[src/rtl/bps_pkg.sv]
// Package: shared types and constants for the bicubic pixel sampler
package bps_pkg;

    localparam int MaxWidth  = 256;
    localparam int MaxHeight = 256;
    localparam int FracBits  = 8;
    localparam int ColBits   = $clog2(MaxWidth);
    localparam int RowBits   = $clog2(MaxHeight);
    localparam int AddrBits  = ColBits + RowBits;
    // working width of the cubic datapath
    localparam int AccBits   = 40;

    localparam logic [1:0] RegWidth  = 2'd0;
    localparam logic [1:0] RegHeight = 2'd1;
    localparam logic [1:0] RegMax    = 2'd2;

    localparam logic ModeWrite = 1'b0;
    localparam logic ModeQuery = 1'b1;

    // classified query handed from front to back
    typedef struct packed {
        logic                border;
        logic [ColBits-1:0]  sx;
        logic [RowBits-1:0]  sy;
        logic [FracBits-1:0] fx;
        logic [FracBits-1:0] fy;
    } t_job;

    // floor(v * f / 2^s) step of one cubic
    function automatic logic signed [AccBits-1:0] mul_frac(
        input logic signed [AccBits-1:0] v,
        input logic [FracBits-1:0]       f,
        input logic                      half
    );
        logic signed [AccBits+FracBits:0] p;
        p = v * $signed({1'b0, f});
        if (half)
            mul_frac = AccBits'(p >>> (FracBits + 1));
        else
            mul_frac = AccBits'(p >>> FracBits);
    endfunction

endpackage

[src/rtl/bps_if.sv]
// Interfaces: valid/ready channels for items, results and register writes
interface bps_in_if;
    logic        valid;
    logic        ready;
    logic        mode;
    logic [7:0]  pixel_col;
    logic [7:0]  pixel_row;
    logic [15:0] pixel_value;
    logic signed [17:0] query_x;
    logic signed [17:0] query_y;
    modport source (output valid, mode, pixel_col, pixel_row, pixel_value, query_x, query_y,
                    input ready);
    modport sink (input valid, mode, pixel_col, pixel_row, pixel_value, query_x, query_y,
                  output ready);
endinterface


[src/rtl/bps_front.sv]
// Front: accepts items, stores pixels, classifies queries into jobs
module bps_front (
    input  logic                i_clk,
    input  logic                i_rst_n,
    bps_in_if.sink              in_ch,
    input  logic [8:0]          i_width,
    input  logic [8:0]          i_height,
    input  logic                i_busy,
    output logic                o_job_valid,
    output bps_pkg::t_job       o_job,
    output logic                o_wr_en,
    output logic [bps_pkg::AddrBits-1:0] o_wr_addr,
    output logic [15:0]         o_wr_data
);
    logic        r_full;
    bps_pkg::t_job r_job;
    logic [8:0]  w_eff;
    logic [8:0]  h_eff;
    logic signed [18:0] qx;
    logic signed [18:0] qy;
    logic signed [18:0] x_hi;
    logic signed [18:0] y_hi;
    bps_pkg::t_job n_job;

    // accept a query whenever the job slot is free; hold a write until the
    // back is idle so an open query reads the store as it stood at accept
    assign in_ch.ready = !r_full && !(i_busy && (in_ch.mode == bps_pkg::ModeWrite));

    // clip sizes to the store
    assign w_eff = (i_width  > 9'(bps_pkg::MaxWidth))  ? 9'(bps_pkg::MaxWidth)  : i_width;
    assign h_eff = (i_height > 9'(bps_pkg::MaxHeight)) ? 9'(bps_pkg::MaxHeight) : i_height;

    // classify the query against the border
    always_comb begin
        qx   = 19'(in_ch.query_x);
        qy   = 19'(in_ch.query_y);
        x_hi = $signed({1'b0, w_eff, 8'd0}) - 19'sd512;
        y_hi = $signed({1'b0, h_eff, 8'd0}) - 19'sd512;
        n_job.border = (qx < 19'sd512) || (qx >= x_hi) || (qy < 19'sd512) || (qy >= y_hi);
        n_job.sx = in_ch.query_x[bps_pkg::FracBits +: bps_pkg::ColBits];
        n_job.sy = in_ch.query_y[bps_pkg::FracBits +: bps_pkg::RowBits];
        n_job.fx = in_ch.query_x[bps_pkg::FracBits-1:0];
        n_job.fy = in_ch.query_y[bps_pkg::FracBits-1:0];
    end

    // pixel writes go straight to the store
    assign o_wr_en   = in_ch.valid && in_ch.ready && (in_ch.mode == bps_pkg::ModeWrite);
    assign o_wr_addr = {in_ch.pixel_row, in_ch.pixel_col};
    assign o_wr_data = in_ch.pixel_value;

    // hold one job until the back takes it
    always_ff @(posedge i_clk) begin
        if (!i_rst_n) begin
            r_full <= 1'b0;
        end else if (in_ch.valid && in_ch.ready && (in_ch.mode == bps_pkg::ModeQuery)) begin
            r_full <= 1'b1;
        end else if (r_full && !i_busy) begin
            r_full <= 1'b0;
        end
        if (in_ch.valid && in_ch.ready)
            r_job <= n_job;
    end

    assign o_job_valid = r_full;
    assign o_job       = r_job;
endmodule

[src/flat_wrapper.sv]
// flat-port wrapper written by rule: the top's interface ports become plain ports
module bps_front_flat 
  (i_clk, i_rst_n, i_width, i_height, i_busy, o_job_valid, o_job, o_wr_en, o_wr_addr, o_wr_data, in_ch_valid, in_ch_mode, in_ch_pixel_col, in_ch_pixel_row, in_ch_pixel_value, in_ch_query_x, in_ch_query_y, in_ch_ready);
  bps_in_if in_ch_i ();
  input  logic i_clk;
  input  logic i_rst_n;
  input  logic [8:0] i_width;
  input  logic [8:0] i_height;
  input  logic i_busy;
  output logic o_job_valid;
  output bps_pkg::t_job o_job;
  output logic o_wr_en;
  output logic [bps_pkg::AddrBits-1:0] o_wr_addr;
  output logic [15:0] o_wr_data;
  input wire logic [$bits(in_ch_i.valid)-1:0] in_ch_valid;
  input wire logic [$bits(in_ch_i.mode)-1:0] in_ch_mode;
  input wire logic [$bits(in_ch_i.pixel_col)-1:0] in_ch_pixel_col;
  input wire logic [$bits(in_ch_i.pixel_row)-1:0] in_ch_pixel_row;
  input wire logic [$bits(in_ch_i.pixel_value)-1:0] in_ch_pixel_value;
  input wire logic [$bits(in_ch_i.query_x)-1:0] in_ch_query_x;
  input wire logic [$bits(in_ch_i.query_y)-1:0] in_ch_query_y;
  output wire logic [$bits(in_ch_i.ready)-1:0] in_ch_ready;
  assign in_ch_i.valid = in_ch_valid;
  assign in_ch_i.mode = in_ch_mode;
  assign in_ch_i.pixel_col = in_ch_pixel_col;
  assign in_ch_i.pixel_row = in_ch_pixel_row;
  assign in_ch_i.pixel_value = in_ch_pixel_value;
  assign in_ch_i.query_x = in_ch_query_x;
  assign in_ch_i.query_y = in_ch_query_y;
  assign in_ch_ready = in_ch_i.ready;
  bps_front u_core (.i_clk(i_clk), .i_rst_n(i_rst_n), .in_ch(in_ch_i), .i_width(i_width), .i_height(i_height), .i_busy(i_busy), .o_job_valid(o_job_valid), .o_job(o_job), .o_wr_en(o_wr_en), .o_wr_addr(o_wr_addr), .o_wr_data(o_wr_data));
endmodule
[config.mk]
export PLATFORM = sky130hd
export DESIGN_NAME = bps_front_flat
export DESIGN_NICKNAME = d
export VERILOG_FILES = /design/src/rtl/bps_pkg.sv /design/src/rtl/bps_if.sv /design/src/rtl/bps_front.sv /design/src/flat_wrapper.sv
export SDC_FILE = /design/constraint.sdc
export NUM_CORES = 1
export LEC_CHECK = 0
export BUFFER_PORTS_ARGS = -buffer_cell sky130_fd_sc_hd__clkbuf_2
export CORE_AREA = 2 2 79 81
export CTS_BUF_LIST = sky130_fd_sc_hd__clkbuf_4
export DETAILED_ROUTE_END_ITERATION = 6
export DIE_AREA = 0 0 81 83
export GPL_TIMING_DRIVEN = 0
export PLACE_DENSITY_LB_ADDON = 0.08
export SYNTH_ARGS = -nofsm -noshare
export SYNTH_HDL_FRONTEND = slang
export SYNTH_SLANG_ARGS = --single-unit
[constraint.sdc]
create_clock -name i_clk -period 3 [get_ports i_clk]
set_input_delay 0.75 -clock i_clk [delete_from_list [all_inputs] [get_ports i_clk]]
set_output_delay 0.75 -clock i_clk [all_outputs]
set_load 0.03 [all_outputs]
## After elaboration in Yosys (flattened, before gate mapping)

Cells that the tools add are included.

| cells by class | value |
|---|---|
| reductions and logical operators | 13 |
| magnitude comparators | 6 |
| bitwise gates (word level) | 1 |
| add/sub/neg operators | 2 |
| mux-type cells | 4 |

Operators by type and width:

| operator | number |
|---|---|
| $ge 18x18->1 | 2 |
| $lt 18x11->1 const B | 2 |
| $sub 17x10->18 const B | 2 |
| $gt 9x9->1 const B | 2 |
| $mux 9 | 2 |
| $logic_and 1x1->1 | 6 |
| $logic_not 1->1 | 3 |
| $logic_or 1x1->1 | 3 |
| $mux 1 | 2 |
| $reduce_bool 2->1 | 1 |
| $not 1->1 | 1 |

| word-level totals | value |
|---|---|
| word-level logic and storage cells | 32 |
| register bits after elaboration | 34 |
| input bits | 91 |

## Logic depth before layout (Yosys ltp)

| depth | value |
|---|---|
| depth in word-level cells | 7 |
| gate-level depth with buffers | 13 |
| depth with buffers taken out | 12 |

## Worst setup path before layout

Ideal clock, no wire load.

| timing | value |
|---|---|
| path kind | input to register |
| start | input port i_height[4] |
| end | register u_core.r_job (netlist bit u_core.o_job[32]), data pin |
| arrival | 2.917 ns |
| library setup time | 0.281 ns |
| slack | -0.197 ns |
| path buffers | 0 |
| cell stages on the path | 8 |
| path through | or4_4 -> or3_1 -> a211o_1 -> ha_1 -> a2111oi_0 -> a221oi_1 -> nor4_1 -> o311ai_0 |

RTL lines:

| what | RTL line | source |
|---|---|---|
| start, declared | flat_wrapper.sv:8 | `input logic [8:0] i_height;` |
| end signal, assigned | bps_front.sv:61 | `r_job <= n_job;` |
| end, declared | bps_front.sv:16 | `bps_pkg::t_job r_job;` |

==> summary.md <==
| Metric | Value |
|---|---|
| Outcome | `finished clean` |
| Multi-input gate area | `970 µm²` |
| Worst-Skew Late Latency | `320 ps` |
| Fillers | `571` |
| LEAKAGE | `1.44 nW` |
| Placed Cells | `396` |
| Mapped Area | `2180 µm²` |
| R2R cell count | `2` |
| Clock sink count | `34` |
| Antenna viol nets, final | `0` |
| Mapped Cells | `195` |
| TritonCTS clock tree | `built` |
| Pre-CTS WS | `-521 ps` |
| Initial antenna violation count | `0` |
| Setup crit start | `i_height[5]` |
| Total GRT Usage | `0.145` |
| Area growth syn-to-layout | `40.2%` |
| Hold crit path type | `register to register` |
| Setup ws final | `6.28 ps` |
| Syn Area/Cell | `11.2 µm²` |
| Pwr/cell area | `385 nW/µm²` |
| CTS Root Cell | `clkbuf_4` |
| Finished Core Util | `0.526` |
| Final GP Congestion | `0.813` |
| Initial DRT Pass Iterations | `4` |
| Worst Skew | `3.53 ps` |
| Via count | `1927` |
| Sequential cell area | `1010 µm²` |
| Clk slew on worst S/H paths | `100 ps` |
| Crit path capture | `u_core.o_job[32]` |
| Layout Cells excl Fill | `405` |
| Worst setup EP type | `register` |
| Core Box Area | `5820 µm²` |
| Fmax | `334 MHz` |
| Initial DRC count | `51` |
| Drt total wl | `5120 µm` |
| Largest net degree at the start of global routing | `34` |
| Vias per cell | `4.76` |
| Synth area leaders | `edfxtp_1, ha_1, buf_4` |
| Sequential fraction of the synthesis area | `0.463` |
| CP arrival | `3060 ps` |
| Setup-failing EPs final | `0` |
| Peak VDD IR | `0.213 mV` |
| Largest area contributor in the netlist | `edfxtp_1` |
| CP Data Required Time | `3060 ps` |
| CP Launch Type | `input port` |
| Crit Path Class | `input port to register` |
| RSZ-0062 raised after global routing | `yes` |
| Yosys reg bits | `34` |
| Worst-path fanout max | `5` |
| Ratio of cells with drive above 1 in the final layout | `0.545` |
| EDFF count, synth | `33` |
| First-pass GRT wire length | `7650 µm` |
| Worst relative slew slack | `0.514` |
| Worst-margin pin slew | `728 ps` |
| Worst-case clock buffer depth | `2` |
| Final nets | `442` |
| Placed Area | `2960 µm²` |
| Max incr delay on CP | `510 ps` |
| Asr flop ratio synth | `0` |
| Die extent in y | `83 µm` |
| Antenna cell count | `0` |
| Critical path's slowest cell | `or4_4` |
| Max-slew violation count | `0` |
| Post-DP HPWL | `4510 µm` |
| Initial Util | `0.375` |
| Register-to-register setup slack | `1440 ps` |
| Die Footprint | `6720 µm²` |
| Syn. warnings | `0` |
| Hold buffers post-CTS | `0` |
| Htree depth | `2` |
| Crit-path cells | `clkbuf_8 > or4_4 > or3_4 > a2111oi_4 > a211o_1 > ha_4 > nand4_1 > nor3_1 > nor4_1 > o311ai_1` |
| Vias in the first global route | `1728` |
| Final hold slack | `624 ps` |
| I/O Pins | `159` |
| Num rows | `28` |
| Worst reg2reg path endpoint | `u_core.o_job[1]` |
| Num CTS Buffers | `5` |
| Design area | `3060 µm²` |
| Die W | `81 µm` |
| Max Cap Violations | `0` |
| PortBufs | `126` |
| Pwr Total | `1.18 mW` |
| Min cycle time layout | `2990 ps` |
| Synth cell count leaders | `edfxtp_1, buf_4, ha_1, nand2_1, nor4_1` |
| Avg WL per Cell | `12.7 µm` |
| Post-synth net total | `308` |
| Final period utilization | `0.998` |
| Reg2reg start | `u_core.o_job_valid` |
| Hold violation total from the final report | `0` |
| Main synth FF type | `edfxtp_1` |
| Yosys top cell area share | `0.454` |
| Cell with the most instances after synthesis | `edfxtp_1` |
| Congestion Overflow GR | `0` |
| Sum Neg Setup Slack | `0 ps` |
| Distinct cell type count after synthesis | `41` |
| Post-route DRC | `0` |
[flip-flops by register name, indices dropped and copies added (netlist names)]
name                cells
u_core.o_job           33
u_core.o_job_valid      1
[layout make-up]
| type | count | share of cell area |
|---|---|---|
| plain buffers | 34 | 0.0838 |
| clock buffers | 6 | 0.0147 |
| clock inverters | 2 | 0.00286 |
| inverters | 7 | 0.00859 |
| multi-input cells | 120 | 0.317 |
| flip-flops and latches | 34 | 0.330 |
| well taps | 75 | 0.0307 |
| repair buffers | 127 | 0.212 |
[metal layers]
layer	wire length [µm]	up-vias	track usage
met5	0	-	0
li1	-	967	-
met1	2080	843	0.175
met2	2450	111	0.249
met4	66	0	0.0462
met3	526	6	0.0391
[report_power, final]
group / total [mW] / switching [mW] / internal, mW
Clock: 0.233 / 0.136 / 0.0970
Sequential: 0.560 / 0.00673 / 0.553
Combinational: 0.385 / 0.231 / 0.153
[layout by cell type (no fill, tap or decap), types with 4 or more instances in the layout]
| cell type | n |
|---|---|
| ha_1 | 20 |
| a21oi_1 | 4 |
| nor2_1 | 7 |
| clkbuf_4 | 7 |
| xnor2_1 | 5 |
| nor3_1 | 6 |
| clkbuf_2 | 125 |
| buf_4 | 33 |
| edfxtp_1 | 33 |
| nor2b_1 | 7 |
| inv_1 | 7 |
| nand2b_1 | 7 |
| nor4_1 | 10 |
| nand2_1 | 10 |
[cell families (layout without fill, tap and decap cells)]
| logic type | count (synthesis) | after routing | synth area share |
|---|---|---|---|
| xor gates and xnor gates | 6 | 6 | 0.0241 |
| buffers and inverters | 41 | 176 | 0.129 |
| AOI/OAI and AO/OA | 25 | 25 | 0.0797 |
| DFF | 34 | 34 | 0.463 |
| muxes | 1 | 1 | 0.00516 |
| and+or+nand+nor | 66 | 66 | 0.173 |
| adders and majority gates | 22 | 22 | 0.126 |
[repair_timing]
item                       4_1_cts  5_1_grt
pin swaps                        6        0
setup buffers                    1        0
setup endpoints to repair        1        1
cloned                           0        0
gates resized for setup          4        3
[worst max-delay path: cells and delay by family]
kind,cells,cell delay (ps)
AND/OR/NAND/NOR,5,1350
buffers and inverters,1,120
AO/OA/AOI/OAI,3,600
adder cells (fa/ha/maj),1,210
[worst min-delay path by stage]
stage	start	cells past startpoint	end
2_1_floorplan	u_core.o_job_valid	2	u_core.o_job_valid
3_3_place_gp	u_core.o_job_valid	3	u_core.o_job_valid
3_5_place_dp	u_core.o_job_valid	2	u_core.o_job_valid
4_1_cts	in_ch_query_x[6]	1	u_core.o_job[14]
5_1_grt	in_ch_query_y[6]	1	u_core.o_job[6]
6_report	u_core.o_job_valid	2	u_core.o_job_valid
(Power assumes the default switching activity.)
